<file path="config.mk">
export PLATFORM = sky130hd
export DESIGN_NAME = unique_id_allocator
export DESIGN_NICKNAME = d
export VERILOG_FILES = /design/src/sv/uia_pkg.sv /design/src/sv/unique_id_allocator.sv /design/src/sv/uia_ctrl.sv /design/src/sv/uia_dpath.sv
export SDC_FILE = /design/constraint.sdc
export NUM_CORES = 1
export LEC_CHECK = 0
export BUFFER_PORTS_ARGS = -buffer_cell sky130_fd_sc_hd__buf_2
export CORE_AREA = 5 5 171 206
export CTS_CLUSTER_DIAMETER = 40
export DETAILED_ROUTE_END_ITERATION = 8
export DIE_AREA = 0 0 176 211
export PLACE_DENSITY = 0.84
export SLEW_MARGIN = 0
export SYNTH_ARGS = -nofsm -noshare
export SYNTH_HDL_FRONTEND = slang
export SYNTH_HIERARCHICAL = 1
export SYNTH_SLANG_ARGS = --single-unit
</file>
<file path="constraint.sdc">
create_clock -name clk -period 5 [get_ports clk]
set_input_delay 1.25 -clock clk [delete_from_list [all_inputs] [get_ports clk]]
set_output_delay 1.25 -clock clk [all_outputs]
set_load 0.05 [all_outputs]
</file>
<file path="src/sv/uia_pkg.sv">
// ----------------------------------------------------------------------------
// uia_pkg
// Types, codes and helpers shared by the id allocator modules.
// ----------------------------------------------------------------------------
package uia_pkg;

	localparam int ID_W    = 8;
	localparam int LIMIT_W = 9;
	localparam int ST_W    = 3;
	localparam int WORD_W  = 16;
	localparam int BPOS_W  = 4;
	localparam int ADDR_W  = 2;
	localparam int DATA_W  = 32;

	localparam logic CMD_ASSIGN  = 1'b0;
	localparam logic CMD_RELEASE = 1'b1;

	localparam logic [ST_W-1:0] ST_OK        = 3'd0;
	localparam logic [ST_W-1:0] ST_HOLDS     = 3'd1;
	localparam logic [ST_W-1:0] ST_EXHAUSTED = 3'd2;
	localparam logic [ST_W-1:0] ST_EMPTY     = 3'd3;
	localparam logic [ST_W-1:0] ST_NEVER     = 3'd4;
	localparam logic [ST_W-1:0] ST_TWICE     = 3'd5;

	localparam logic [ADDR_W-1:0] ADDR_ID_LIMIT = 2'd0;
	localparam logic [LIMIT_W-1:0] ID_LIMIT_RST = 9'd256;

	typedef struct packed {
		logic capture;
		logic eval;
		logic pick;
		logic load_out;
	} ctrl_cmd_t;

	typedef struct packed {
		logic need_find;
		logic out_free;
	} dp_stat_t;

	// Position of the lowest set bit of a bitmap word.
	function automatic logic [BPOS_W-1:0] lowest16(input logic [WORD_W-1:0] w);
		logic [BPOS_W-1:0] pos;
		pos = '0;
		for (int i = WORD_W - 1; i >= 0; i--) begin
			if (w[i]) begin
				pos = BPOS_W'(i);
			end
		end
		return pos;
	endfunction

endpackage

</file>
<file path="src/sv/unique_id_allocator.sv">
// ----------------------------------------------------------------------------
// unique_id_allocator
// Issues unique ids, reusing the lowest released id before fresh ones.
// ----------------------------------------------------------------------------
// One request is in work at a time. A request goes through capture, then
// evaluation, then output; one that reuses a released id adds a step:
// the second step of the bitmap search (lowest nonempty word from the
// summary vector, then the lowest set bit inside that word). A finished word
// waits in the output register while the next request is taken; if that word
// is still stalled when the next result is ready, the request holds in its
// last step, and the input stays stalled, until out_stall drops. The released
// bitmap sits in flip-flops cleared by reset, so no clearing pass is needed.
// id_limit (address 0) is an exclusive bound on fresh ids, capped by the id
// space; it must be written only while the block is idle.
module unique_id_allocator
	import uia_pkg::*;
#(
	parameter int ID_SPACE = 256
) (
	input  logic              clk,
	input  logic              arst_n,
	input  logic              in_valid,
	output logic              in_stall,
	input  logic              command,
	input  logic [ID_W-1:0]   current_id,
	output logic              out_valid,
	input  logic              out_stall,
	output logic              ok,
	output logic [ID_W-1:0]   new_id,
	output logic [ST_W-1:0]   status,
	input  logic              psel,
	input  logic              penable,
	input  logic              pwrite,
	input  logic [ADDR_W-1:0] paddr,
	input  logic [DATA_W-1:0] pwdata,
	output logic [DATA_W-1:0] prdata,
	output logic              pready
);

	ctrl_cmd_t          cmd;
	dp_stat_t           stat;
	logic [LIMIT_W-1:0] id_limit_q;

	assign pready = 1'b1;
	assign prdata = (paddr == ADDR_ID_LIMIT) ? DATA_W'(id_limit_q) : '0;

	always_ff @(posedge clk or negedge arst_n) begin
		if (!arst_n) begin
			id_limit_q <= ID_LIMIT_RST;
		end else if (psel && penable && pwrite && pready && paddr == ADDR_ID_LIMIT) begin
			id_limit_q <= pwdata[LIMIT_W-1:0];
		end
	end

	uia_ctrl u_ctrl (
		.clk      (clk),
		.arst_n   (arst_n),
		.in_valid (in_valid),
		.in_stall (in_stall),
		.stat     (stat),
		.cmd      (cmd)
	);

	uia_dpath #(
		.ID_SPACE (ID_SPACE)
	) u_dpath (
		.clk        (clk),
		.arst_n     (arst_n),
		.cmd        (cmd),
		.stat       (stat),
		.id_limit   (id_limit_q),
		.command    (command),
		.current_id (current_id),
		.out_valid  (out_valid),
		.out_stall  (out_stall),
		.ok         (ok),
		.new_id     (new_id),
		.status     (status)
	);

endmodule

</file>
<file path="src/sv/uia_ctrl.sv">
// ----------------------------------------------------------------------------
// uia_ctrl
// Sequencer: takes one request, evaluates it, optionally searches the
// bitmap, then hands the result to the output register.
// ----------------------------------------------------------------------------
module uia_ctrl
	import uia_pkg::*;
(
	input  logic      clk,
	input  logic      arst_n,
	input  logic      in_valid,
	output logic      in_stall,
	input  dp_stat_t  stat,
	output ctrl_cmd_t cmd
);

	localparam logic [1:0] S_IDLE = 2'd0;
	localparam logic [1:0] S_EVAL = 2'd1;
	localparam logic [1:0] S_PICK = 2'd2;
	localparam logic [1:0] S_DONE = 2'd3;

	logic [1:0] state_q;
	logic [1:0] state_d;

	assign in_stall = (state_q != S_IDLE);

	always_comb begin
		state_d = state_q;
		cmd     = '0;
		unique case (state_q)
			S_IDLE: begin
				if (in_valid) begin
					cmd.capture = 1'b1;
					state_d     = S_EVAL;
				end
			end
			S_EVAL: begin
				cmd.eval = 1'b1;
				state_d  = stat.need_find ? S_PICK : S_DONE;
			end
			S_PICK: begin
				cmd.pick = 1'b1;
				state_d  = S_DONE;
			end
			S_DONE: begin
				if (stat.out_free) begin
					cmd.load_out = 1'b1;
					state_d      = S_IDLE;
				end
			end
			default: begin
				state_d = S_IDLE;
			end
		endcase
	end

	always_ff @(posedge clk or negedge arst_n) begin
		if (!arst_n) begin
			state_q <= S_IDLE;
		end else begin
			state_q <= state_d;
		end
	end

endmodule

</file>
<file path="src/sv/uia_dpath.sv">
// ----------------------------------------------------------------------------
// uia_dpath
// Released-id bitmap with word summary, fresh-id counter, request decode
// and the output word register.
// ----------------------------------------------------------------------------
module uia_dpath
	import uia_pkg::*;
#(
	parameter int ID_SPACE = 256
) (
	input  logic               clk,
	input  logic               arst_n,
	input  ctrl_cmd_t          cmd,
	output dp_stat_t           stat,
	input  logic [LIMIT_W-1:0] id_limit,
	input  logic               command,
	input  logic [ID_W-1:0]    current_id,
	output logic               out_valid,
	input  logic               out_stall,
	output logic               ok,
	output logic [ID_W-1:0]    new_id,
	output logic [ST_W-1:0]    status
);

	// Ids cannot exceed 8 bits, so the map never holds more than 256 entries.
	localparam int MAP_DEPTH  = (ID_SPACE < 256) ? ID_SPACE : 256;
	localparam int WORDS_NEED = (MAP_DEPTH + WORD_W - 1) / WORD_W;
	localparam int WIDX_W     = (WORDS_NEED > 2) ? $clog2(WORDS_NEED) : 1;
	localparam int NUM_WORDS  = 1 << WIDX_W;
	localparam logic [LIMIT_W-1:0] MAP_LIMIT = LIMIT_W'(MAP_DEPTH);

	logic [WORD_W-1:0]    map_q [NUM_WORDS];
	logic [NUM_WORDS-1:0] summary;
	logic [WIDX_W-1:0]    low_w;
	logic [WIDX_W-1:0]    widx_q;
	logic [LIMIT_W-1:0]   next_fresh_q;

	logic              cmd_q;
	logic [ID_W-1:0]   cur_q;
	logic              pend_ok_q;
	logic [ID_W-1:0]   pend_id_q;
	logic [ST_W-1:0]   pend_st_q;
	logic              out_valid_q;
	logic              ok_q;
	logic [ID_W-1:0]   new_id_q;
	logic [ST_W-1:0]   status_q;

	logic [WIDX_W-1:0] cur_w;
	logic [BPOS_W-1:0] cur_b;
	logic              cur_zero;
	logic              cur_bit;
	logic              any_rel;
	logic [LIMIT_W-1:0] eff_limit;
	logic [LIMIT_W-1:0] cur_ext;
	logic [BPOS_W-1:0] pick_pos;

	logic              res_ok;
	logic [ID_W-1:0]   res_id;
	logic [ST_W-1:0]   res_st;
	logic              set_bit;
	logic              bump;

	always_comb begin
		for (int w = 0; w < NUM_WORDS; w++) begin
			summary[w] = |map_q[w];
		end
	end

	always_comb begin
		low_w = '0;
		for (int w = NUM_WORDS - 1; w >= 0; w--) begin
			if (summary[w]) begin
				low_w = WIDX_W'(w);
			end
		end
	end

	assign any_rel   = |summary;
	assign cur_w     = cur_q[WIDX_W+BPOS_W-1:BPOS_W];
	assign cur_b     = cur_q[BPOS_W-1:0];
	assign cur_zero  = (cur_q == '0);
	assign cur_bit   = map_q[cur_w][cur_b];
	assign cur_ext   = LIMIT_W'(cur_q);
	assign eff_limit = (id_limit > MAP_LIMIT) ? MAP_LIMIT : id_limit;
	assign pick_pos  = lowest16(map_q[widx_q]);

	assign stat.need_find = (cmd_q == CMD_ASSIGN) && cur_zero && any_rel;
	assign stat.out_free  = !out_valid_q || !out_stall;

	// Every request that needs no bitmap search is settled here.
	always_comb begin
		res_ok  = 1'b0;
		res_id  = cur_q;
		res_st  = ST_OK;
		set_bit = 1'b0;
		bump    = 1'b0;
		if (cmd_q == CMD_ASSIGN) begin
			if (!cur_zero) begin
				res_st = ST_HOLDS;
			end else if (next_fresh_q >= eff_limit) begin
				res_st = ST_EXHAUSTED;
				res_id = '0;
			end else begin
				res_ok = 1'b1;
				res_id = next_fresh_q[ID_W-1:0];
				bump   = 1'b1;
			end
		end else begin
			if (cur_zero) begin
				res_st = ST_EMPTY;
			end else if (cur_ext >= next_fresh_q || cur_ext >= MAP_LIMIT) begin
				res_st = ST_NEVER;
			end else if (cur_bit) begin
				res_st = ST_TWICE;
			end else begin
				res_ok  = 1'b1;
				res_id  = '0;
				set_bit = 1'b1;
			end
		end
	end

	always_ff @(posedge clk or negedge arst_n) begin
		if (!arst_n) begin
			next_fresh_q <= LIMIT_W'(1);
			out_valid_q  <= 1'b0;
			for (int w = 0; w < NUM_WORDS; w++) begin
				map_q[w] <= '0;
			end
		end else begin
			if (cmd.eval && !stat.need_find && bump) begin
				next_fresh_q <= next_fresh_q + 1'b1;
			end
			if (cmd.eval && !stat.need_find && set_bit) begin
				map_q[cur_w][cur_b] <= 1'b1;
			end
			if (cmd.pick) begin
				map_q[widx_q][pick_pos] <= 1'b0;
			end
			if (cmd.load_out) begin
				out_valid_q <= 1'b1;
			end else if (!out_stall) begin
				out_valid_q <= 1'b0;
			end
		end
	end

	always_ff @(posedge clk) begin
		if (cmd.capture) begin
			cmd_q <= command;
			cur_q <= current_id;
		end
		if (cmd.eval) begin
			widx_q    <= low_w;
			pend_ok_q <= res_ok;
			pend_id_q <= res_id;
			pend_st_q <= res_st;
		end
		if (cmd.pick) begin
			pend_ok_q <= 1'b1;
			pend_id_q <= ID_W'({widx_q, pick_pos});
			pend_st_q <= ST_OK;
		end
		if (cmd.load_out) begin
			ok_q     <= pend_ok_q;
			new_id_q <= pend_id_q;
			status_q <= pend_st_q;
		end
	end

	assign out_valid = out_valid_q;
	assign ok        = ok_q;
	assign new_id    = new_id_q;
	assign status    = status_q;

endmodule

</file>
; Yosys cells after proc, flatten, opt, wreduce, memory -nomap -nowiden
; Cells that the tools add are included.
[word_totals]
reg_bits = 314
elab_cells = 185
input_bits = 50
output_inout_bits = 47
[classes]
addsub = 1
muxes = 85
order_cmp = 12
n_bitwise = 6
n_eq_ne = 6
reduce_logical = 43
[ops]
columns = operator, n
row1 = 256-bit two-way mux, 2
row2 = 256-bit AND, 1
row3 = 256-bit NOT, 1
row4 = 256-bit OR, 1
row5 = 16-bit OR reduction, 16
row6 = 256-bit OR reduction, 1
row7 = 16-bit binary-select mux with 4-bit select, 2
row8 = 16-bit demux with 4-bit select, 2
row9 = 128-bit OR reduction, 1
row10 = 16-bit two-way mux, 6
row11 = 4-bit two-way mux, 24
row12 = 8-bit two-way mux, 8
row13 = 64-bit OR reduction, 1
row14 = 32-bit OR reduction, 1
row15 = 3-bit two-way mux, 9
row16 = 1-bit two-way mux, 21
row17 = 9-bit two-way mux, 2
row18 = 1-bit logical AND, 12
row19 = 5-bit >= comparator (second input constant), 2
row20 = 4-bit by 5-bit less-than comparator with 1-bit output (second input constant), 2
row21 = 5-bit by 1-bit less-than comparator with 1-bit output (second input constant), 2
row22 = 2-bit two-way mux, 5
row23 = 4-bit NOT with 5-bit output, 2
row24 = 9-bit by 1-bit adder with 9-bit output (second input constant), 1
row25 = other kinds (19), 28

; Depth between registers and ports, before layout
[logic_depth]
ltp_word = 29
depth_mapped = 13

; Cells and area by module
; The synthesis kept the hierarchy.
[by_module_without_submodules]
columns = module, n_inst, seq_area_each_um2, cells_each, area_per_inst_um2
row1 = uia_dpath, 1, 7728.7, 1658, 18624.1
row2 = unique_id_allocator, 1, 226.5, 55, 615.6
row3 = uia_ctrl, 1, 50.0, 20, 202.7

; Worst setup path before layout
; OpenSTA, ideal clock, no wires.
[synth_timing]
path_type = flip-flop to flip-flop
startpoint = register u_dpath.widx_q[1]
endpoint = register u_dpath/map_q[117] (netlist bit)
setup_slack_ns = 1.488
required_ns = 4.856
path_stages_with_launch = 12
setup_time_ns = 0.144
n_path_buf = 4
arrival_time_ns = 3.368
path_cell_list = edfxtp_1 > buf_2 > clkbuf_1 > buf_1 > mux4_2 > a221oi_2 > nand2_1 > or3_1 > a41o_2 > nor3_2 > buf_4 > a21oi_1
[synth_between]
elab_chain_len = 29
[synth_lines]
columns = item, line_no
row1 = from (decl), uia_dpath.sv:35  ; logic [WIDX_W-1:0] widx_q;
row2 = from (signal assigned), uia_dpath.sv:154  ; widx_q <= low_w;
row3 = 4-bit NOT with 5-bit output (not written as such) *, "uia_dpath.sv:85, uia_dpath.sv:138"
row4 = 16-bit binary-select mux with 4-bit select, uia_dpath.sv:85  ; assign pick_pos = lowest16(map_q[widx_q]);
row5 = 16-bit two-way mux (not written as such) (2 in series), uia_dpath.sv:85
row6 = 4-bit two-way mux (16 in series), uia_pkg.sv:45  ; if (w[i]) begin
row7 = 4-bit by 5-bit less-than comparator with 1-bit output (not written as such) / 4-bit by 1-bit >= comparator with 1-bit output (equally long branches), uia_dpath.sv:138  ; map_q[widx_q][pick_pos] <= 1'b0;
row8 = 1-bit logical AND (not written as such), uia_dpath.sv:138
row9 = 1-bit two-way mux (not written as such), uia_dpath.sv:138
row10 = 1-bit demux with 4-bit select, n/a
row11 = 16-bit two-way mux (not written as such), uia_dpath.sv:138
row12 = 16-bit demux with 4-bit select *, uia_dpath.sv:138
row13 = 256-bit NOT (no line) *, n/a
row14 = 256-bit AND (no line) *, n/a
row15 = 256-bit two-way mux *, uia_dpath.sv:137  ; if (cmd.pick) begin
row16 = "to (signal, indexed assignment)", uia_dpath.sv:128  ; map_q[w] <= '0;
row17 = "to (signal, indexed assignment)", uia_dpath.sv:135  ; map_q[cur_w][cur_b] <= 1'b1;
row18 = "to (signal, indexed assignment)", uia_dpath.sv:138
row19 = to (decl), uia_dpath.sv:32  ; logic [WORD_W-1:0] map_q [NUM_WORDS];
; Every way passes the cells marked *; elsewhere a longest branch is shown, timed or not. The select of a mux whose other input is x is not followed.
; A chain may end at the register's enable or synchronous reset.

; Worst setup path in the final report
[layout_timing]
startpoint = register u_dpath.cur_q[6]
endpoint = register u_dpath.pend_id_q[0] (data pin)
[layout_between]
elab_chain_len = 12
[layout_lines]
columns = item, line_no
row1 = from (decl), uia_dpath.sv:39  ; logic [ID_W-1:0] cur_q;
row2 = from (signal assigned), uia_dpath.sv:151  ; cur_q <= current_id;
row3 = 4-bit NOT with 5-bit output (not written as such), uia_dpath.sv:82  ; assign cur_bit = map_q[cur_w][cur_b];
row4 = 16-bit binary-select mux with 4-bit select, uia_dpath.sv:82
row5 = 16-bit two-way mux (not written as such) (2 in series), uia_dpath.sv:82
row6 = 1-bit binary-select mux with 4-bit select, uia_dpath.sv:82
row7 = 1-bit two-way mux (not written as such), uia_dpath.sv:82
row8 = 8-bit two-way mux, uia_dpath.sv:113  ; end else if (cur_bit) begin
row9 = 8-bit two-way mux, uia_dpath.sv:111  ; end else if (cur_ext >= next_fresh_q || cur_ext >= MAP_LIMIT) begin
row10 = 8-bit two-way mux, uia_dpath.sv:109  ; if (cur_zero) begin
row11 = 8-bit two-way mux *, uia_dpath.sv:97  ; if (cmd_q == CMD_ASSIGN) begin
row12 = 8-bit two-way mux *, uia_dpath.sv:153  ; if (cmd.eval) begin
row13 = 8-bit two-way mux *, uia_dpath.sv:159  ; if (cmd.pick) begin
row14 = to (signal assigned), uia_dpath.sv:156  ; pend_id_q <= res_id;
row15 = to (signal assigned), uia_dpath.sv:161  ; pend_id_q <= ID_W'({widx_q, pick_pos});
row16 = to (decl), uia_dpath.sv:41  ; logic [ID_W-1:0] pend_id_q;
; Marks and branches as above.

==> impl_metrics.env <==
export IMPL_fin_ws_ps=603
export IMPL_antenna_found_initial=1
export IMPL_die_y_um=211
export IMPL_critPathLaunchType="flop"
export IMPL_fin_crit_sh_pct=87.9
export IMPL_skew_ps=13.7
export IMPL_vias=18053
export IMPL_muxShareOfSynthArea_pct=16.9
export IMPL_start_util_pct=59.1
export IMPL_final_layout_size_suffix_gt1_share_pct=26.8
export IMPL_row_count=73
export IMPL_synthSimpleGateAreaFrac_pct=10.8
export IMPL_h_tree_depth=2
export IMPL_clkSinkCount=314
export IMPL_hpwl_um=52600
export IMPL_synth_top_area_cell="dfrtp_1"
export IMPL_power_density_mw_per_mm2=451
export IMPL_core_mm2=0.0329
export IMPL_grt_max_degree=144
export IMPL_rsz0062_at_grt="no"
export IMPL_grt_pass1_vias=17575
export IMPL_maxSlewViolCount=0
export IMPL_cap_violations=0
export IMPL_track_usage_pct=41.8
export IMPL_gr_total_overflow=0
export IMPL_postCtsHoldBufs=0
export IMPL_required_ps=5290
export IMPL_synth_ff_type="dfrtp_1"
export IMPL_netlist_area_mm2=0.0194
export IMPL_r2r_slack_ps=600
export IMPL_pin_count=97
export IMPL_tritoncts="done"
export IMPL_place_area_mm2=0.0202
export IMPL_yosys_area_share_adder_pct=1.48
export IMPL_cp_endpoint="u_dpath/pend_id_q[0]$_DFFE_PP_"
export IMPL_p_total_uw=9810
export IMPL_worstReg2RegStart="u_dpath/cur_q[6]$_DFFE_PP_"
export IMPL_dp_worst_setup_slack_ps=765
export IMPL_clockBufferDepth=3
export IMPL_async_flop_share_pct=88.2
export IMPL_routed_wl_um=78000
export IMPL_synth_compound_area_share_pct=23.8
export IMPL_synth_area_leaders="dfrtp_1 (35%), mux4_2 (15%), a41oi_1 (12%), a21oi_1 (5.7%), edfxtp_1 (5.1%)"
export IMPL_worstHoldPathType="flop to flop"
export IMPL_nFillCells=2483
export IMPL_area_growth_pct=11.8
export IMPL_synth_top_family_by_area="compound AO/OA/AOI/OAI gates"
export IMPL_postLayoutCellArea_mm2=0.0217
export IMPL_port_buffers=49
export IMPL_gp_congestion=1.07
export IMPL_first_iter_violations=2990
export IMPL_synth_edf_count=33
export IMPL_cp_max_fo=16
export IMPL_worst_setup_path_end_kind="flop"
export IMPL_power_leakage_uw=0.00877
export IMPL_critPathKind="flop to flop"
export IMPL_synth_cell_type_count=79
export IMPL_clkTransAtPathRegs_ps=60
export IMPL_cp_arrival_ps=4690
export IMPL_wire_per_inst_um=35.7
export IMPL_status="finished, final reports clean"
export IMPL_min_period_ps=4400
export IMPL_synth_xor_area_share_pct=0.360
export IMPL_dieWidth_um=176
export IMPL_finalSetupViolations=0
export IMPL_numCtsBuffers=44
export IMPL_final_nets=1811
export IMPL_max_slew_margin_pct=1.51
export IMPL_avgSynthCellArea_um2=11.2
export IMPL_postSynthCellCount=1733
export IMPL_fmax_mhz=227
export IMPL_drc=0
export IMPL_finalSetupTns_ps=0
export IMPL_dieArea_mm2=0.0371
export IMPL_peakVddDrop_mv=0.273
export IMPL_first_pass_iters=6
export IMPL_rr_worst_depth=9
export IMPL_vias_per_cell=8.27
export IMPL_ys_ff_latch=314
export IMPL_postCtsResizedCells=0
export IMPL_cts_setup_buffers=0
export IMPL_synth_top_cell_area_share_pct=35.4
export IMPL_r2r_end="u_dpath/pend_id_q[0]$_DFFE_PP_"
export IMPL_clkLatencyLatePin_ps=550
export IMPL_startpoint="u_dpath/cur_q[6]$_DFFE_PP_"
export IMPL_cts_root_buffer_cell="clkbuf_16"
export IMPL_ys_seq_area_share_pct=41.2
export IMPL_ant_nets=0
export IMPL_yosysWarnings=6
export IMPL_grt_pass1_wl_um=116000
export IMPL_hold_viol=0
export IMPL_tightest_slew_ps=1480
[Yosys cell counts, types with 18 or more instances]
cell,n
clkbuf_1,125
mux4_2,128
nand4_1,23
nand2_1,56
dfrtp_1,275
ha_1,23
a41oi_1,256
a21oi_2,50
nor4_1,71
buf_2,18
inv_1,19
edfxtp_1,33
nor2_1,104
a21oi_1,222
buf_4,28
[layer usage]
metal	global-route usage, %	vias to the layer above	share of wire (%)
li1	-	7069	-
met1	52.8	8865	33
met2	61.3	1638	43
met3	11.7	481	14
met5	0	-	0
met4	31.6	0	10
[cell type report]
class	instances	area [um^2]	area share [%]
multi-input combinational	1221	10600	48.6
sequential	314	8010	36.8
clock buffer	54	1240	5.72
timing repair buffer	136	1030	4.76
tap	412	515	2.37
clock inverter	25	289	1.33
inverter	21	78.8	0.363
antenna	1	2.50	0.0115
[how the worst min path moves through the flow]
stage	cells after the start	end	slack [ps]	from
2_1_floorplan	0	u_dpath/new_id[0]$_DFFE_PP_	400	u_dpath/pend_id_q[0]$_DFFE_PP_
3_3_place_gp	0	u_dpath/new_id[4]$_DFFE_PP_	400	u_dpath/pend_id_q[4]$_DFFE_PP_
3_5_place_dp	0	u_dpath/new_id[4]$_DFFE_PP_	410	u_dpath/pend_id_q[4]$_DFFE_PP_
4_1_cts	0	u_dpath/new_id[0]$_DFFE_PP_	420	u_dpath/pend_id_q[0]$_DFFE_PP_
5_1_grt	0	u_dpath/new_id[0]$_DFFE_PP_	420	u_dpath/pend_id_q[0]$_DFFE_PP_
6_report	0	u_dpath/new_id[0]$_DFFE_PP_	420	u_dpath/pend_id_q[0]$_DFFE_PP_
[sequential cells by signal (all words and copies together) (netlist names)]
name / cells
u_dpath/map_q: 256
id_limit_q: 9
u_dpath/next_fresh_q: 9
u_dpath/cur_q: 8
u_dpath/new_id: 8
u_dpath/pend_id_q: 8
u_dpath/widx_q: 4
u_dpath/pend_st_q: 3
u_dpath/status: 3
u_ctrl/state_q: 2
u_dpath/cmd_q: 1
u_dpath/ok: 1
u_dpath/out_valid: 1
u_dpath/pend_ok_q: 1
[report_power, final]
part / internal (uW) / switching [uW]
clock: 1960 / 1280
sequential: 2850 / 281
combinational: 1040 / 2390
[placed cells by master (no fill, tap or decap), types with 11 or more instances in the layout]
master,instances
edfxtp_1,33
mux4_2,128
nor3_1,11
mux2_2,15
ha_1,23
o22ai_1,13
nand2_1,56
o21ai_0,12
nor4_1,71
a21oi_2,50
mux2i_1,17
conb_1,24
buf_2,48
nand4_1,23
a21oi_1,222
nor2_1,92
inv_1,19
dfrtp_1,275
nand2b_1,12
clkbuf_16,47
buf_4,77
nand3_1,15
a41oi_1,256
[critical path, stage by stage, from the launching register on]
cell and delay [ps]:
edfxtp_1 1110, buf_4 370, mux4_2 310, mux2i_1 290
o22ai_1 170, o21ai_0 340, nand4_1 200, o21ai_4 570
a21oi_1 320, a221o_1 440
[kinds of logic after synthesis]
logic type | after synthesis
buffers and inverters | 220
muxes | 163
adders and majority gates | 23
other | 2
xor gates and xnor gates | 8
DFF | 314
and+or+nand+nor | 374
AOI/OAI and AO/OA | 629
[metrics by stage]
| stage | cells | hold WS (ps) | util (%) |
|---|---|---|---|
| finish | 2184 | 418 | 66.1 |
| global route | 2183 | 417 | 66.1 |
| CTS | 2183 | 417 | 66.1 |
| detailed placement | 2104 | 405 | 61.4 |
| global placement | 2104 | 403 | 61.4 |
| floorplan | 1755 | 400 | - |
Note: power is estimated with default switching activity, not from simulation.
